--- src/hw/rtl/tsf_pkg.sv ---
// Shared types, widths and helpers for the triangle span fill block.
`timescale 1ns / 1ps
`default_nettype none
package tsf_pkg;

    localparam int COL_W = 7;
    localparam int ROW_W = 6;
    localparam int NUM_W = COL_W + ROW_W;
    localparam int CNT_W = ROW_W + 1;

    localparam int SCREEN_WIDTH        = 128;
    localparam int SCREEN_HEIGHT       = 64;
    localparam int SLOPE_FRAC_BITS_DEF = 16;

    typedef enum logic [3:0] {
        S_IDLE,
        S_CLASS,
        S_MUL0,
        S_MUL1,
        S_SPLIT_GO,
        S_SPLIT_WAIT,
        S_S1_GO,
        S_S1_WAIT,
        S_S2_GO,
        S_S2_WAIT,
        S_EMIT
    } t_state;

    function automatic logic [COL_W-1:0] sat_col(input logic [COL_W-1:0] v);
        if (int'(v) > SCREEN_WIDTH - 1) begin
            return COL_W'(SCREEN_WIDTH - 1);
        end
        return v;
    endfunction

    function automatic logic [ROW_W-1:0] sat_row(input logic [ROW_W-1:0] v);
        if (int'(v) > SCREEN_HEIGHT - 1) begin
            return ROW_W'(SCREEN_HEIGHT - 1);
        end
        return v;
    endfunction

endpackage
`default_nettype wire

--- src/hw/rtl/tsf_if.sv ---
// Valid/ready channel interfaces for triangle beats and span beats.
`timescale 1ns / 1ps
`default_nettype none
interface tsf_tri_if;
    logic                      valid;
    logic                      ready;
    logic [tsf_pkg::COL_W-1:0] x0;
    logic [tsf_pkg::ROW_W-1:0] y0;
    logic [tsf_pkg::COL_W-1:0] x1;
    logic [tsf_pkg::ROW_W-1:0] y1;
    logic [tsf_pkg::COL_W-1:0] x2;
    logic [tsf_pkg::ROW_W-1:0] y2;

    modport source (output valid, x0, y0, x1, y1, x2, y2, input ready);
    modport sink   (input valid, x0, y0, x1, y1, x2, y2, output ready);
endinterface

interface tsf_span_if;
    logic                      valid;
    logic                      ready;
    logic [tsf_pkg::ROW_W-1:0] span_row;
    logic [tsf_pkg::COL_W-1:0] span_left;
    logic [tsf_pkg::COL_W-1:0] span_right;
    logic                      last_span;

    modport source (output valid, span_row, span_left, span_right, last_span, input ready);
    modport sink   (input valid, span_row, span_left, span_right, last_span, output ready);
endinterface
`default_nettype wire

--- src/hw/rtl/triangle_scanline_span_fill.sv ---
// Scanline triangle rasterizer: one triangle in, one span beat per covered row out.
//
// Channels: i_tri takes one triangle beat (three vertices, columns 7 bits, rows
// 6 bits). o_span gives one beat per covered row: row, left and right columns
// (inclusive, left <= right) and last_span on the final beat of the triangle.
// Vertices are sorted by row; flat-bottom triangles fill top-down, flat-top
// triangles bottom-up, general triangles split at the middle row (upper half
// top-down, then lower half bottom-up). All rows equal gives one span.
// One shared restoring divider computes the split column and the inverse
// slopes in turn; a degenerate triangle uses no divider. While emitting, one
// span leaves per cycle unless the receiver stalls.
// i_tri.ready is high only while the sequencer is idle; the next triangle can
// be taken while the final span still sits in the output register.
// Reset (synchronous, active low) returns the sequencer to idle and drops
// o_span.valid. When the receiver stalls, the output register holds its beat
// and span generation pauses until it is taken.
`timescale 1ns / 1ps
`default_nettype none
module triangle_scanline_span_fill #(
    parameter int SLOPE_FRAC_BITS = tsf_pkg::SLOPE_FRAC_BITS_DEF
) (
    input  logic      i_clk,
    input  logic      i_rst_n,
    tsf_tri_if.sink   i_tri,
    tsf_span_if.source o_span
);

    localparam int COL_W = tsf_pkg::COL_W;
    localparam int ROW_W = tsf_pkg::ROW_W;
    localparam int NUM_W = tsf_pkg::NUM_W;
    localparam int CNT_W = tsf_pkg::CNT_W;
    localparam int F     = SLOPE_FRAC_BITS;
    localparam int DVD_W = COL_W + F;      // |dx| << F
    localparam int SW    = DVD_W + 1;      // signed slope
    localparam int EW    = DVD_W + 2;      // signed edge accumulator

    tsf_pkg::t_state r_state, n_state;

    // sorted vertices
    logic [COL_W-1:0] r_sx [0:2];
    logic [ROW_W-1:0] r_sy [0:2];
    logic [COL_W-1:0] n_sx [0:2];
    logic [ROW_W-1:0] n_sy [0:2];

    // current fill part: apex column, two far columns, height, start row
    logic [NUM_W-1:0] r_num,   n_num;
    logic [COL_W-1:0] r_split, n_split;
    logic [COL_W-1:0] r_ax,    n_ax;
    logic [COL_W-1:0] r_px,    n_px;
    logic [COL_W-1:0] r_qx,    n_qx;
    logic [ROW_W-1:0] r_dy,    n_dy;
    logic [ROW_W-1:0] r_row,   n_row;
    logic [CNT_W-1:0] r_cnt,   n_cnt;
    logic             r_up,    n_up;
    logic             r_more,  n_more;
    logic             r_neg,   n_neg;
    logic signed [SW-1:0] r_s1, n_s1, r_s2, n_s2;
    logic signed [EW-1:0] r_e1, n_e1, r_e2, n_e2;

    // output register
    logic             r_out_valid, n_out_valid;
    logic [ROW_W-1:0] r_out_row,   n_out_row;
    logic [COL_W-1:0] r_out_left,  n_out_left;
    logic [COL_W-1:0] r_out_right, n_out_right;
    logic             r_out_last,  n_out_last;

    // shared arithmetic
    logic             w_div_start;
    logic [DVD_W-1:0] w_div_dividend;
    logic [ROW_W-1:0] w_div_divisor;
    logic             w_div_done;
    logic [DVD_W-1:0] w_div_quo;
    logic [COL_W-1:0] w_mul_a;
    logic [ROW_W-1:0] w_mul_b;
    logic [NUM_W-1:0] w_prod;

    // sorter temporaries
    logic [COL_W-1:0] w_cx [0:2];
    logic [ROW_W-1:0] w_cy [0:2];
    logic [COL_W-1:0] w_tx;
    logic [ROW_W-1:0] w_ty;

    logic             w_accept;
    logic             w_out_free;
    logic [COL_W-1:0] w_far;
    logic [COL_W-1:0] w_mag;
    logic signed [SW-1:0] w_slope;
    logic signed [EW-1:0] w_e_init;
    logic [COL_W-1:0] w_t1, w_t2;

    assign w_accept   = i_tri.valid && i_tri.ready;
    assign w_out_free = !r_out_valid || o_span.ready;

    // Row sort network on the incoming beat: 0/1, 0/2, 1/2, strict compare.
    always_comb begin
        w_tx    = '0;
        w_ty    = '0;
        w_cx[0] = tsf_pkg::sat_col(i_tri.x0);
        w_cy[0] = tsf_pkg::sat_row(i_tri.y0);
        w_cx[1] = tsf_pkg::sat_col(i_tri.x1);
        w_cy[1] = tsf_pkg::sat_row(i_tri.y1);
        w_cx[2] = tsf_pkg::sat_col(i_tri.x2);
        w_cy[2] = tsf_pkg::sat_row(i_tri.y2);
        if (w_cy[0] > w_cy[1]) begin
            w_tx = w_cx[0]; w_cx[0] = w_cx[1]; w_cx[1] = w_tx;
            w_ty = w_cy[0]; w_cy[0] = w_cy[1]; w_cy[1] = w_ty;
        end
        if (w_cy[0] > w_cy[2]) begin
            w_tx = w_cx[0]; w_cx[0] = w_cx[2]; w_cx[2] = w_tx;
            w_ty = w_cy[0]; w_cy[0] = w_cy[2]; w_cy[2] = w_ty;
        end
        if (w_cy[1] > w_cy[2]) begin
            w_tx = w_cx[1]; w_cx[1] = w_cx[2]; w_cx[2] = w_tx;
            w_ty = w_cy[1]; w_cy[1] = w_cy[2]; w_cy[2] = w_ty;
        end
    end

    // Shared multiplier for the split numerator:
    // x0*(y2-y1) + x2*(y1-y0), one term in S_MUL0 and one in S_MUL1.
    always_comb begin
        if (r_state == tsf_pkg::S_MUL0) begin
            w_mul_a = r_sx[0];
            w_mul_b = r_sy[2] - r_sy[1];
        end else begin
            w_mul_a = r_sx[2];
            w_mul_b = r_sy[1] - r_sy[0];
        end
        w_prod = NUM_W'(w_mul_a) * NUM_W'(w_mul_b);
    end

    // Divider operands: split column, or |far - apex| << F over the part height.
    always_comb begin
        w_far = (r_state == tsf_pkg::S_S2_GO) ? r_qx : r_px;
        w_mag = (w_far >= r_ax) ? (w_far - r_ax) : (r_ax - w_far);
        if (r_state == tsf_pkg::S_SPLIT_GO) begin
            w_div_dividend = DVD_W'(r_num);
            w_div_divisor  = r_sy[2] - r_sy[0];
        end else begin
            w_div_dividend = {w_mag, {F{1'b0}}};
            w_div_divisor  = r_dy;
        end
        w_slope  = r_neg ? -$signed({1'b0, w_div_quo}) : $signed({1'b0, w_div_quo});
        w_e_init = $signed({2'b00, r_ax, {F{1'b0}}});
        w_t1     = r_e1[F +: COL_W];
        w_t2     = r_e2[F +: COL_W];
    end

    tsf_div #(
        .DVD_W (DVD_W),
        .DVS_W (ROW_W)
    ) u_div (
        .i_clk      (i_clk),
        .i_rst_n    (i_rst_n),
        .i_start    (w_div_start),
        .i_dividend (w_div_dividend),
        .i_divisor  (w_div_divisor),
        .o_done     (w_div_done),
        .o_quotient (w_div_quo)
    );

    always_ff @(posedge i_clk) begin
        if (!i_rst_n) begin
            r_state     <= tsf_pkg::S_IDLE;
            r_out_valid <= 1'b0;
        end else begin
            r_state     <= n_state;
            r_out_valid <= n_out_valid;
        end
    end

    always_ff @(posedge i_clk) begin
        r_sx        <= n_sx;
        r_sy        <= n_sy;
        r_num       <= n_num;
        r_split     <= n_split;
        r_ax        <= n_ax;
        r_px        <= n_px;
        r_qx        <= n_qx;
        r_dy        <= n_dy;
        r_row       <= n_row;
        r_cnt       <= n_cnt;
        r_up        <= n_up;
        r_more      <= n_more;
        r_neg       <= n_neg;
        r_s1        <= n_s1;
        r_s2        <= n_s2;
        r_e1        <= n_e1;
        r_e2        <= n_e2;
        r_out_row   <= n_out_row;
        r_out_left  <= n_out_left;
        r_out_right <= n_out_right;
        r_out_last  <= n_out_last;
    end

    // Sequencer
    always_comb begin
        n_state     = r_state;
        n_sx        = r_sx;
        n_sy        = r_sy;
        n_num       = r_num;
        n_split     = r_split;
        n_ax        = r_ax;
        n_px        = r_px;
        n_qx        = r_qx;
        n_dy        = r_dy;
        n_row       = r_row;
        n_cnt       = r_cnt;
        n_up        = r_up;
        n_more      = r_more;
        n_neg       = r_neg;
        n_s1        = r_s1;
        n_s2        = r_s2;
        n_e1        = r_e1;
        n_e2        = r_e2;
        n_out_valid = r_out_valid;
        n_out_row   = r_out_row;
        n_out_left  = r_out_left;
        n_out_right = r_out_right;
        n_out_last  = r_out_last;
        w_div_start = 1'b0;

        if (r_out_valid && o_span.ready) begin
            n_out_valid = 1'b0;
        end

        case (r_state)
            tsf_pkg::S_IDLE: begin
                if (w_accept) begin
                    n_sx    = w_cx;
                    n_sy    = w_cy;
                    n_state = tsf_pkg::S_CLASS;
                end
            end
            tsf_pkg::S_CLASS: begin
                if (r_sy[0] == r_sy[2]) begin
                    // degenerate: single point span, no slopes
                    n_ax    = r_sx[0];
                    n_row   = r_sy[0];
                    n_cnt   = CNT_W'(1);
                    n_up    = 1'b0;
                    n_more  = 1'b0;
                    n_e1    = $signed({2'b00, r_sx[0], {F{1'b0}}});
                    n_e2    = $signed({2'b00, r_sx[0], {F{1'b0}}});
                    n_s1    = '0;
                    n_s2    = '0;
                    n_state = tsf_pkg::S_EMIT;
                end else if (r_sy[1] == r_sy[2]) begin
                    // flat bottom: apex on top, rows y0..y1
                    n_ax    = r_sx[0];
                    n_px    = r_sx[1];
                    n_qx    = r_sx[2];
                    n_dy    = r_sy[1] - r_sy[0];
                    n_row   = r_sy[0];
                    n_cnt   = CNT_W'(r_sy[1] - r_sy[0]) + CNT_W'(1);
                    n_up    = 1'b0;
                    n_more  = 1'b0;
                    n_state = tsf_pkg::S_S1_GO;
                end else if (r_sy[0] == r_sy[1]) begin
                    // flat top: apex at bottom, rows y2 down to y0+1
                    n_ax    = r_sx[2];
                    n_px    = r_sx[0];
                    n_qx    = r_sx[1];
                    n_dy    = r_sy[2] - r_sy[0];
                    n_row   = r_sy[2];
                    n_cnt   = CNT_W'(r_sy[2] - r_sy[0]);
                    n_up    = 1'b1;
                    n_more  = 1'b0;
                    n_state = tsf_pkg::S_S1_GO;
                end else begin
                    n_state = tsf_pkg::S_MUL0;
                end
            end
            tsf_pkg::S_MUL0: begin
                n_num   = w_prod;
                n_state = tsf_pkg::S_MUL1;
            end
            tsf_pkg::S_MUL1: begin
                n_num   = r_num + w_prod;
                n_state = tsf_pkg::S_SPLIT_GO;
            end
            tsf_pkg::S_SPLIT_GO: begin
                w_div_start = 1'b1;
                n_state     = tsf_pkg::S_SPLIT_WAIT;
            end
            tsf_pkg::S_SPLIT_WAIT: begin
                if (w_div_done) begin
                    // upper half first: apex on top, base at the middle row
                    n_split = w_div_quo[COL_W-1:0];
                    n_ax    = r_sx[0];
                    n_px    = r_sx[1];
                    n_qx    = w_div_quo[COL_W-1:0];
                    n_dy    = r_sy[1] - r_sy[0];
                    n_row   = r_sy[0];
                    n_cnt   = CNT_W'(r_sy[1] - r_sy[0]) + CNT_W'(1);
                    n_up    = 1'b0;
                    n_more  = 1'b1;
                    n_state = tsf_pkg::S_S1_GO;
                end
            end
            tsf_pkg::S_S1_GO: begin
                w_div_start = 1'b1;
                n_neg       = (r_px < r_ax);
                n_state     = tsf_pkg::S_S1_WAIT;
            end
            tsf_pkg::S_S1_WAIT: begin
                if (w_div_done) begin
                    n_s1    = w_slope;
                    n_state = tsf_pkg::S_S2_GO;
                end
            end
            tsf_pkg::S_S2_GO: begin
                w_div_start = 1'b1;
                n_neg       = (r_qx < r_ax);
                n_state     = tsf_pkg::S_S2_WAIT;
            end
            tsf_pkg::S_S2_WAIT: begin
                if (w_div_done) begin
                    n_s2    = w_slope;
                    n_e1    = w_e_init;
                    n_e2    = w_e_init;
                    n_state = tsf_pkg::S_EMIT;
                end
            end
            tsf_pkg::S_EMIT: begin
                if (w_out_free) begin
                    n_out_valid = 1'b1;
                    n_out_row   = r_row;
                    n_out_left  = (w_t1 > w_t2) ? w_t2 : w_t1;
                    n_out_right = (w_t1 > w_t2) ? w_t1 : w_t2;
                    n_out_last  = (r_cnt == CNT_W'(1)) && !r_more;
                    n_e1        = r_e1 + {r_s1[SW-1], r_s1};
                    n_e2        = r_e2 + {r_s2[SW-1], r_s2};
                    n_row       = r_up ? (r_row - ROW_W'(1)) : (r_row + ROW_W'(1));
                    n_cnt       = r_cnt - CNT_W'(1);
                    if (r_cnt == CNT_W'(1)) begin
                        if (r_more) begin
                            // lower half: apex at bottom, rows y2 down to y1+1
                            n_ax    = r_sx[2];
                            n_px    = r_sx[1];
                            n_qx    = r_split;
                            n_dy    = r_sy[2] - r_sy[1];
                            n_row   = r_sy[2];
                            n_cnt   = CNT_W'(r_sy[2] - r_sy[1]);
                            n_up    = 1'b1;
                            n_more  = 1'b0;
                            n_state = tsf_pkg::S_S1_GO;
                        end else begin
                            n_state = tsf_pkg::S_IDLE;
                        end
                    end
                end
            end
            default: begin
                n_state = tsf_pkg::S_IDLE;
            end
        endcase
    end

    assign i_tri.ready       = (r_state == tsf_pkg::S_IDLE);
    assign o_span.valid      = r_out_valid;
    assign o_span.span_row   = r_out_row;
    assign o_span.span_left  = r_out_left;
    assign o_span.span_right = r_out_right;
    assign o_span.last_span  = r_out_last;

`ifndef SYNTH
    a_busy_after_accept: assert property (@(posedge i_clk) disable iff (!i_rst_n)
        (i_tri.valid && i_tri.ready) |=> !i_tri.ready)
        else $error("triangle taken while previous one still in work");

    a_div_done_in_wait: assert property (@(posedge i_clk) disable iff (!i_rst_n)
        w_div_done |-> (r_state == tsf_pkg::S_SPLIT_WAIT || r_state == tsf_pkg::S_S1_WAIT
                        || r_state == tsf_pkg::S_S2_WAIT))
        else $error("divider finished outside a wait state");

    a_span_ordered: assert property (@(posedge i_clk) disable iff (!i_rst_n)
        o_span.valid |-> (o_span.span_left <= o_span.span_right))
        else $error("span left beyond right");

    a_emit_count: assert property (@(posedge i_clk) disable iff (!i_rst_n)
        (r_state == tsf_pkg::S_EMIT) |-> (r_cnt != '0))
        else $error("emitting with no rows left");
`endif

endmodule
`default_nettype wire

--- src/hw/rtl/tsf_div.sv ---
// Shared restoring divider, one quotient bit per cycle.
`timescale 1ns / 1ps
`default_nettype none
module tsf_div #(
    parameter int DVD_W = 23,
    parameter int DVS_W = 6
) (
    input  logic             i_clk,
    input  logic             i_rst_n,
    input  logic             i_start,
    input  logic [DVD_W-1:0] i_dividend,
    input  logic [DVS_W-1:0] i_divisor,
    output logic             o_done,
    output logic [DVD_W-1:0] o_quotient
);

    localparam int CW = $clog2(DVD_W + 1);

    logic             r_busy;
    logic             r_done;
    logic [CW-1:0]    r_cnt;
    logic [DVS_W-1:0] r_rem;
    logic [DVD_W-1:0] r_work;
    logic [DVS_W-1:0] r_dvs;
    logic [DVS_W-1:0] n_rem;
    logic [DVD_W-1:0] n_work;
    logic [DVS_W:0]   w_trial;
    logic             w_ge;

    always_comb begin
        w_trial = {r_rem, r_work[DVD_W-1]};
        w_ge    = (w_trial >= {1'b0, r_dvs});
        n_rem   = w_ge ? DVS_W'(w_trial - {1'b0, r_dvs}) : w_trial[DVS_W-1:0];
        n_work  = {r_work[DVD_W-2:0], w_ge};
    end

    always_ff @(posedge i_clk) begin
        if (!i_rst_n) begin
            r_busy <= 1'b0;
            r_done <= 1'b0;
            r_cnt  <= '0;
        end else begin
            r_done <= 1'b0;
            if (i_start) begin
                r_busy <= 1'b1;
                r_cnt  <= CW'(DVD_W);
            end else if (r_busy) begin
                r_cnt <= r_cnt - CW'(1);
                if (r_cnt == CW'(1)) begin
                    r_busy <= 1'b0;
                    r_done <= 1'b1;
                end
            end
        end
    end

    always_ff @(posedge i_clk) begin
        if (i_start) begin
            r_rem  <= '0;
            r_work <= i_dividend;
            r_dvs  <= i_divisor;
        end else if (r_busy) begin
            r_rem  <= n_rem;
            r_work <= n_work;
        end
    end

    assign o_done     = r_done;
    assign o_quotient = r_work;

endmodule
`default_nettype wire
--- src/flat_wrapper.sv ---
// flat-port wrapper written by rule: the top's interface ports become plain ports
module triangle_scanline_span_fill_flat 
#(
    parameter int SLOPE_FRAC_BITS = tsf_pkg::SLOPE_FRAC_BITS_DEF
)
  (i_clk, i_rst_n, i_tri_valid, i_tri_x0, i_tri_y0, i_tri_x1, i_tri_y1, i_tri_x2, i_tri_y2, i_tri_ready, o_span_valid, o_span_span_row, o_span_span_left, o_span_span_right, o_span_last_span, o_span_ready);
  tsf_tri_if i_tri_i ();
  tsf_span_if o_span_i ();
  input  logic i_clk;
  input  logic i_rst_n;
  input wire logic [$bits(i_tri_i.valid)-1:0] i_tri_valid;
  input wire logic [$bits(i_tri_i.x0)-1:0] i_tri_x0;
  input wire logic [$bits(i_tri_i.y0)-1:0] i_tri_y0;
  input wire logic [$bits(i_tri_i.x1)-1:0] i_tri_x1;
  input wire logic [$bits(i_tri_i.y1)-1:0] i_tri_y1;
  input wire logic [$bits(i_tri_i.x2)-1:0] i_tri_x2;
  input wire logic [$bits(i_tri_i.y2)-1:0] i_tri_y2;
  output wire logic [$bits(i_tri_i.ready)-1:0] i_tri_ready;
  output wire logic [$bits(o_span_i.valid)-1:0] o_span_valid;
  output wire logic [$bits(o_span_i.span_row)-1:0] o_span_span_row;
  output wire logic [$bits(o_span_i.span_left)-1:0] o_span_span_left;
  output wire logic [$bits(o_span_i.span_right)-1:0] o_span_span_right;
  output wire logic [$bits(o_span_i.last_span)-1:0] o_span_last_span;
  input wire logic [$bits(o_span_i.ready)-1:0] o_span_ready;
  assign i_tri_i.valid = i_tri_valid;
  assign i_tri_i.x0 = i_tri_x0;
  assign i_tri_i.y0 = i_tri_y0;
  assign i_tri_i.x1 = i_tri_x1;
  assign i_tri_i.y1 = i_tri_y1;
  assign i_tri_i.x2 = i_tri_x2;
  assign i_tri_i.y2 = i_tri_y2;
  assign i_tri_ready = i_tri_i.ready;
  assign o_span_valid = o_span_i.valid;
  assign o_span_span_row = o_span_i.span_row;
  assign o_span_span_left = o_span_i.span_left;
  assign o_span_span_right = o_span_i.span_right;
  assign o_span_last_span = o_span_i.last_span;
  assign o_span_i.ready = o_span_ready;
  triangle_scanline_span_fill #(.SLOPE_FRAC_BITS(SLOPE_FRAC_BITS)) u_core (.i_clk(i_clk), .i_rst_n(i_rst_n), .i_tri(i_tri_i), .o_span(o_span_i));
endmodule
--- config.mk ---
export PLATFORM = sky130hd
export DESIGN_NAME = triangle_scanline_span_fill_flat
export DESIGN_NICKNAME = d
export VERILOG_FILES = /design/src/hw/rtl/tsf_pkg.sv /design/src/hw/rtl/tsf_if.sv /design/src/hw/rtl/triangle_scanline_span_fill.sv /design/src/hw/rtl/tsf_div.sv /design/src/flat_wrapper.sv
export SDC_FILE = /design/constraint.sdc
export NUM_CORES = 1
export LEC_CHECK = 0
export ABC_AREA = 1
export BUFFER_PORTS_ARGS = -buffer_cell sky130_fd_sc_hd__buf_4
export CAP_MARGIN = 20
export CELL_PAD_IN_SITES_DETAIL_PLACEMENT = 2
export CELL_PAD_IN_SITES_GLOBAL_PLACEMENT = 2
export CORE_ASPECT_RATIO = 1.25
export CORE_MARGIN = 2
export CORE_UTILIZATION = 35
export DETAILED_ROUTE_END_ITERATION = 10
export HOLD_SLACK_MARGIN = 0.02
export PLACE_DENSITY_LB_ADDON = 0.1
export SYNTH_ARGS = -nofsm -noshare
export SYNTH_HDL_FRONTEND = slang
export SYNTH_SLANG_ARGS = --single-unit
--- constraint.sdc ---
create_clock -name i_clk -period 12.98 [get_ports i_clk]
set_input_delay 1.947 -clock i_clk [delete_from_list [all_inputs] [get_ports i_clk]]
set_output_delay 1.947 -clock i_clk [all_outputs]
set_load 0.05 [all_outputs]
==> results.yml, run 1 <==
clocking:
  clockRootBuffer: "clkbuf_16"
  clockBufferDepth: 3
  numClockSinks: 262
  cts_tree: "yes"
  h-tree-depth: 1
  numCtsBuffers: 30
  clkLatencyLatePin_ns: 0.59
  cts_resized: 0
  cts_hold_repair.buffers: 0
  clkTransAtPathRegs_ns: 0.06
  postCtsSetupBuffers: 0
synthesis:
  ys.flop_type: "edfxtp_1"
  synth-edff-count: 244
  synth_seq_cells: 262
  syn_inst: 2683
  synth_area_sq_um: 20360
  ys_warn_count: 0
  async_flop_share_pct: 0
  synth_nets: 2927
  ys_types: 48
  ys_seq_area_share_pct: 37.77
  syn_avg_cell_area_sq_um: 7.587
critical_path:
  rr_worst_depth: 30
  crit_type: "in -> reg"
  critPathSlowestCell: "nand2_1"
  path_common_cell: "nand2_1"
  worst-path-max-fanout: 30
  cp.arrival_ns: 7.86
  reg2reg_to: "u_core.r_num[12]"
  endpoint_kind: "flip-flop"
  crit_required_ns: 13.31
  start_kind: "input pin"
  r2r_start: "u_core.r_sy[6]"
  rrSetupSlack_ns: 6.21
  cpPeakStageDelay_ns: 0.69
place:
  post_dp_cell_area_sq_um: 21690
  globalplace.congestion: 0.8867
  hpwl_microns: 59350
  io_buffers: 65
floorplanning:
  fp-row-count: 98
  die-area_sq_um: 60120
  ios: 66
  die_h_microns: 273.6
  initial_core_util_pct: 35.47
  die_x_microns: 219.7
  coreArea_sq_um: 57390
sta:
  tightest_slew_ns: 1.009
  period_share_pct: 58.01
  max_slew_margin_pct: 32.51
  tns_ns: 0
  grt_setup_unrepaired: "false"
  setup_violations: 0
  hold_viol: 0
  fmax_ghz: 0.1328
  maxSlewViolCount: 0
  fin_crit_ns: 7.529
  skew_ns: 0.01468
finish:
  final_cell_mix: "nand2_1, inv_1, edfxtp_1"
  num-fill-cells: 6722
  fin_util_pct: 39.68
  final_common_cell: "nand2_1"
  area_growth_pct: 11.88
  insertedDiodeCount: 0
  drive_above_1_share_pct: 7.468
  regArea_sq_um: 7687
  multi_input_area_sq_um: 10770
  fin_nets: 2992
  final_area_sq_um: 22770
grt:
  gr-total-overflow: 0
  grt_pass1_wl_microns: 114600
  grtUsageTotal_pct: 24.53
  antenna_found_initial: 0
  first_global_vias: 20530
  grt_max_degree: 62
drt:
  routedWlPerCell_microns: 20.68
  detail-route-antenna-nets: 0
  drt-pass1-iter-count: 5
  routed_wl_microns: 72840
  via_count: 18270
  post_drt_via_cell_ratio: 5.186
  first_iter_violations: 520
  drc: 0
hold_path:
  whs_endpoint: "u_core.r_split[0]"
  worstHoldStart: "u_core.u_div.o_quotient[0]"
  min_path_type: "reg -> reg"
  hold_depth: 0
status:
  run_status: "completed"
job:
  maxCapViolCount: 0
==> registers in the layout, summed over array words and instances, names as in the netlist, 5 cells and up <==
| name | flops |
|---|---|
| u_core.u_div.r_rem | 6 |
| u_core.r_cnt | 7 |
| u_core.o_span.span_left | 7 |
| u_core.r_dy | 6 |
| u_core.u_div.r_cnt | 5 |
| u_core.r_px | 7 |
| u_core.r_num | 13 |
| u_core.o_span.span_right | 7 |
| u_core.r_e1 | 23 |
| u_core.u_div.r_dvs | 6 |
| u_core.r_e2 | 23 |
| u_core.r_ax | 7 |
| u_core.r_sy | 18 |
| u_core.r_s1 | 23 |
| u_core.r_row | 6 |
| u_core.r_s2 | 23 |
| u_core.r_sx | 21 |
| u_core.r_split | 7 |
| u_core.r_qx | 7 |
| u_core.u_div.o_quotient | 23 |
| u_core.o_span.span_row | 6 |
==> cells in the mapped netlist, types with 2 or more instances <==
| master | instances | area, sq um |
|---|---|---|
| o21ai_2 | 13 | 113.9 |
| a21o_1 | 7 | 52.55 |
| buf_6 | 3 | 33.78 |
| nand3b_1 | 7 | 52.55 |
| inv_2 | 12 | 45.04 |
| o21ai_1 | 19 | 95.09 |
| nand3_1 | 225 | 1126 |
| xnor2_1 | 20 | 175.2 |
| inv_1 | 441 | 1655 |
| xor2_1 | 34 | 297.8 |
| nor2_4 | 7 | 78.83 |
| and2_1 | 4 | 25.02 |
| o31ai_1 | 2 | 15.01 |
| nor2_1 | 228 | 855.8 |
| buf_2 | 22 | 110.1 |
| nand2_2 | 6 | 37.54 |
| o211ai_1 | 18 | 135.1 |
| clkbuf_1 | 18 | 67.56 |
| o21bai_1 | 9 | 67.56 |
| nand4_1 | 30 | 187.7 |
| nand2_1 | 774 | 2905 |
| nor2_2 | 6 | 37.54 |
| o21ai_0 | 111 | 555.5 |
| edfxtp_1 | 244 | 7327 |
| o2111ai_1 | 9 | 78.83 |
| a31oi_1 | 14 | 87.58 |
| nand2_4 | 2 | 22.52 |
| fa_1 | 33 | 660.6 |
| a21oi_1 | 126 | 630.6 |
| buf_4 | 2 | 15.01 |
| ha_1 | 168 | 2102 |
| or2_2 | 19 | 118.9 |
| o22ai_1 | 3 | 18.77 |
| nor3_1 | 15 | 75.07 |
| o21a_1 | 2 | 15.01 |
| dfxtp_1 | 18 | 360.4 |
==> layout make-up <==
type	count	share of cell area, %
clock buffers	37	3.593
clock inverters	19	1.060
inverters	454	7.494
multi-input cells	1921	47.28
flip-flops and latches	262	33.76
well taps	750	4.121
repair buffers	79	2.692
==> through the flow <==
step | worst slack [ns] | instances | hold WS (ns)
final | 5.451 | 3522 | 0.4555
after global routing | 4.806 | 3522 | 0.4629
after CTS | 5.373 | 3521 | 0.4581
after detailed placement | 4.768 | 3465 | 0.4411
after global placement | 5.230 | 3464 | 0.4307
after floorplan | 7.398 | 2683 | 0.4264
==> routing by layer <==
metal	share of wire, %	track usage [%]	vias to the layer above
met2	56	49.41	191
li1	-	-	8869
met5	0	0	-
met3	2.0	1.922	112
met1	39	26.36	9094
met4	3.5	8.230	0
==> worst max-delay path, delay by kind of cell <==
| family | cells | cell delay, ns |
|---|---|---|
| compound gates | 2 | 0.31 |
| fa+ha+maj | 3 | 0.92 |
| buf+inv | 7 | 1.42 |
| simple gates | 17 | 3.20 |
==> how the worst max path moves through the flow <==
stage / startpoint / endpoint / slack, ns / cells after the start
floorplan: i_tri_y1[5] / u_core.r_sx[6] / 7.40 / 29
global placement: i_tri_y1[5] / u_core.r_sx[13] / 5.23 / 29
detailed placement: i_tri_y1[5] / u_core.r_sx[10] / 4.77 / 28
CTS: i_tri_y1[5] / u_core.r_sx[10] / 5.37 / 28
global route: i_tri_y1[5] / u_core.r_sx[10] / 4.81 / 29
finish: i_tri_y1[5] / u_core.r_sx[10] / 5.45 / 29
==> cell families (layout without fill, tap and decap cells) <==
logic type	after synthesis	in the layout	share of synthesized area, %
xor gates and xnor gates	54	54	2.323
AOI/OAI and AO/OA	338	338	9.386
adders and majority gates	201	201	13.57
DFF	262	262	37.77
buffers and inverters	500	589	9.515
and+or+nand+nor	1328	1328	27.44
Power of run 1 is not shown: default switching activity piles up to over one toggle a cycle in this logic, so the estimate is an artifact.
==> run 2: changes to the inputs <==
--- a/config.mk
+++ b/config.mk
@@ -5,7 +5,7 @@
 export SDC_FILE = /design/constraint.sdc
 export NUM_CORES = 1
 export LEC_CHECK = 0
-export ABC_AREA = 1
+export ABC_AREA = 0
 export BUFFER_PORTS_ARGS = -buffer_cell sky130_fd_sc_hd__buf_4
 export CAP_MARGIN = 20
 export CELL_PAD_IN_SITES_DETAIL_PLACEMENT = 2
==> constraint.sdc (replaced) <==
create_clock -name i_clk -period 6.5 [get_ports i_clk]
set_input_delay 0.975 -clock i_clk [delete_from_list [all_inputs] [get_ports i_clk]]
set_output_delay 0.975 -clock i_clk [all_outputs]
set_load 0.05 [all_outputs]
==> run 2 against run 1 <==
Synthesized cell count down 30%. Clock skew up 0.0028 ns. Final cell count down 24%. Sequential share of layout area up 2.6 points.
==> results.yml, run 2 <==
floorplanning:
  die-area_sq_um: 54420
  initial_core_util_pct: 35.53
  fp-row-count: 93
  coreArea_sq_um: 51780
  die_h_microns: 260.3
  die_x_microns: 209.1
  ios: 66
critical_path:
  path_buf_inv: 6
  crit_required_ns: 6.83
  cp.arrival_ns: 6.55
  crit_family: "adder cells"
  worst-path-max-fanout: 7
  path_common_cell: "inv_1"
  endpoint_kind: "flip-flop"
  start_kind: "flip-flop"
  critPathSlowestCell: "fa_1"
  cpPeakStageDelay_ns: 0.60
  crit_type: "reg -> reg"
sta:
  fmax_ghz: 0.1609
  tightest_slew_ns: 1.031
  period_share_pct: 95.64
  tns_ns: 0
  fin_crit_ns: 6.216
  setup_violations: 0
  hold_ws_ns: 0.4737
  maxSlewViolCount: 0
  skew_ns: 0.01747
  hold_viol: 0
  max_slew_margin_pct: 31.10
finish:
  drive_above_1_share_pct: 12.03
  area_growth_pct: 15.09
  fin_nets: 2231
  num-fill-cells: 5589
  multi_input_area_sq_um: 10130
  regArea_sq_um: 7687
  final_area_sq_um: 21170
  final_cell_mix: "edfxtp_1, nand2_1, nor2_1"
  insertedDiodeCount: 0
  fin_cells: 2677
  final_common_cell: "edfxtp_1"
grt:
  first_global_vias: 16570
  grtUsageTotal_pct: 21.25
  grt_pass1_wl_microns: 91600
  antenna_found_initial: 0
  grt_max_degree: 46
  gr-total-overflow: 0
clocking:
  h-tree-depth: 1
  cts_hold_repair.buffers: 0
  clockRootBuffer: "clkbuf_16"
  clkLatencyLatePin_ns: 0.59
  cts_tree: "yes"
  clockBufferDepth: 3
  numClockSinks: 262
  clkTransAtPathRegs_ns: 0.06
  numCtsBuffers: 31
synthesis:
  syn_inst: 1891
  syn_avg_cell_area_sq_um: 9.728
  synth_common_cells: "edfxtp_1, nand2_1, nor2_1"
  synth-edff-count: 244
  ys_types: 69
  synth_area_sq_um: 18400
  synth_seq_cells: 262
  synth_nets: 2135
  synth_area_leaders: "edfxtp_1, ha_1, nand2_1, nor2_1, fa_1"
  ys_seq_area_share_pct: 41.79
  async_flop_share_pct: 0
  synth_top_area_share_pct: 39.83
  synth_top_area_cell: "edfxtp_1"
  ys_warn_count: 0
  ys.flop_type: "edfxtp_1"
  synth_most_common_cell: "edfxtp_1"
drt:
  post_drt_via_cell_ratio: 5.456
  via_count: 14610
  routedWlPerCell_microns: 21.48
  drc: 0
  detail-route-antenna-nets: 0
  first_iter_violations: 552
  drt-pass1-iter-count: 8
  routed_wl_microns: 57500
job:
  maxCapViolCount: 0
place:
  io_buffers: 65
  dp.cells: 2615
  hpwl_microns: 46160
  globalplace.congestion: 0.8421
  post_dp_cell_area_sq_um: 19900
power_and_ir_drop:
  power_leakage_nw: 8.876
  total_power_mw: 13.06
  ir_worst_vdd_mv: 0.9912
  powerDensity_nw_per_um2: 617.0
hold_path:
  min_path_type: "reg -> reg"
status:
  run_status: "completed"
==> run 2: where the power goes <==
group | internal [mW] | switching [mW] | total, mW
clock network | 1.15 | 0.728 | 1.88
registers | 2.28 | 0.178 | 2.46
logic | 3.84 | 4.89 | 8.73
==> run 2: final timing paths <==
| path | startpoint | endpoint | slack, ns | cells past startpoint |
|---|---|---|---|---|
| worst min register to register | u_core.u_div.r_rem[5] | u_core.u_div.r_rem[5] | 0.47 | 2 |
| worst max-delay path | u_core.r_sy[6] | u_core.r_num[12] | 0.28 | 28 |
| worst max register to register | u_core.r_sy[6] | u_core.r_num[12] | 0.28 | 28 |
| worst min-delay path | u_core.u_div.r_rem[5] | u_core.u_div.r_rem[5] | 0.47 | 2 |
==> run 2: worst min-delay path, stage by stage (launching register included) <==
cell	delay, ns
dfxtp_1	0.31
nand2_1	0.05
o31ai_1	0.06
==> run 2: layout make-up <==
| cell class | instances | share of cell area (%) |
|---|---|---|
| multi-input combinational | 1431 | 47.85 |
| sequential | 262 | 36.31 |
| clock buffer | 43 | 4.367 |
| timing repair buffer | 116 | 4.113 |
| tap | 665 | 3.930 |
| inverter | 145 | 2.571 |
| clock inverter | 15 | 0.8569 |
==> run 2: timing repair <==
item | CTS | global route
gates cloned | 0 | 0
buffers inserted | 0 | 4
resized for setup | 7 | 25
setup endpoints to repair | 3 | 5
pin swaps | 0 | 9
==> run 2: metal layers <==
| layer | routed length, microns | vias up | track usage [%] | share of wire, % |
|---|---|---|---|---|
| met5 | 0 | - | 0 | 0 |
| met4 | 1471 | 0 | 5.833 | 2.6 |
| met3 | 1051 | 77 | 1.576 | 1.8 |
| met2 | 31990 | 155 | 43.06 | 56 |
| met1 | 22990 | 7402 | 23.51 | 40 |
| li1 | - | 6971 | - | - |
==> run 2: kinds of logic (layout without fill, tap and decap cells) <==
kind of cell,Yosys count,in the layout,share of synthesized area (%)
and+or+nand+nor,626,626,15.34
buffers and inverters,198,319,4.054
AOI/OAI and AO/OA,425,425,14.64
xor gates and xnor gates,108,108,5.223
adders and majority gates,202,202,15.07
DFF,262,262,41.79
muxes,70,70,3.884
==> run 2: through the flow <==
stage	setup slack, ns	util [%]
5_1_grt	-0.08443	40.89
3_3_place_gp	0.1212	38.44
6_report	0.2837	40.89
4_1_cts	0.009148	40.62
2_1_floorplan	0.3836	-
3_5_place_dp	-0.1168	38.44
(Power assumes the default switching activity.)
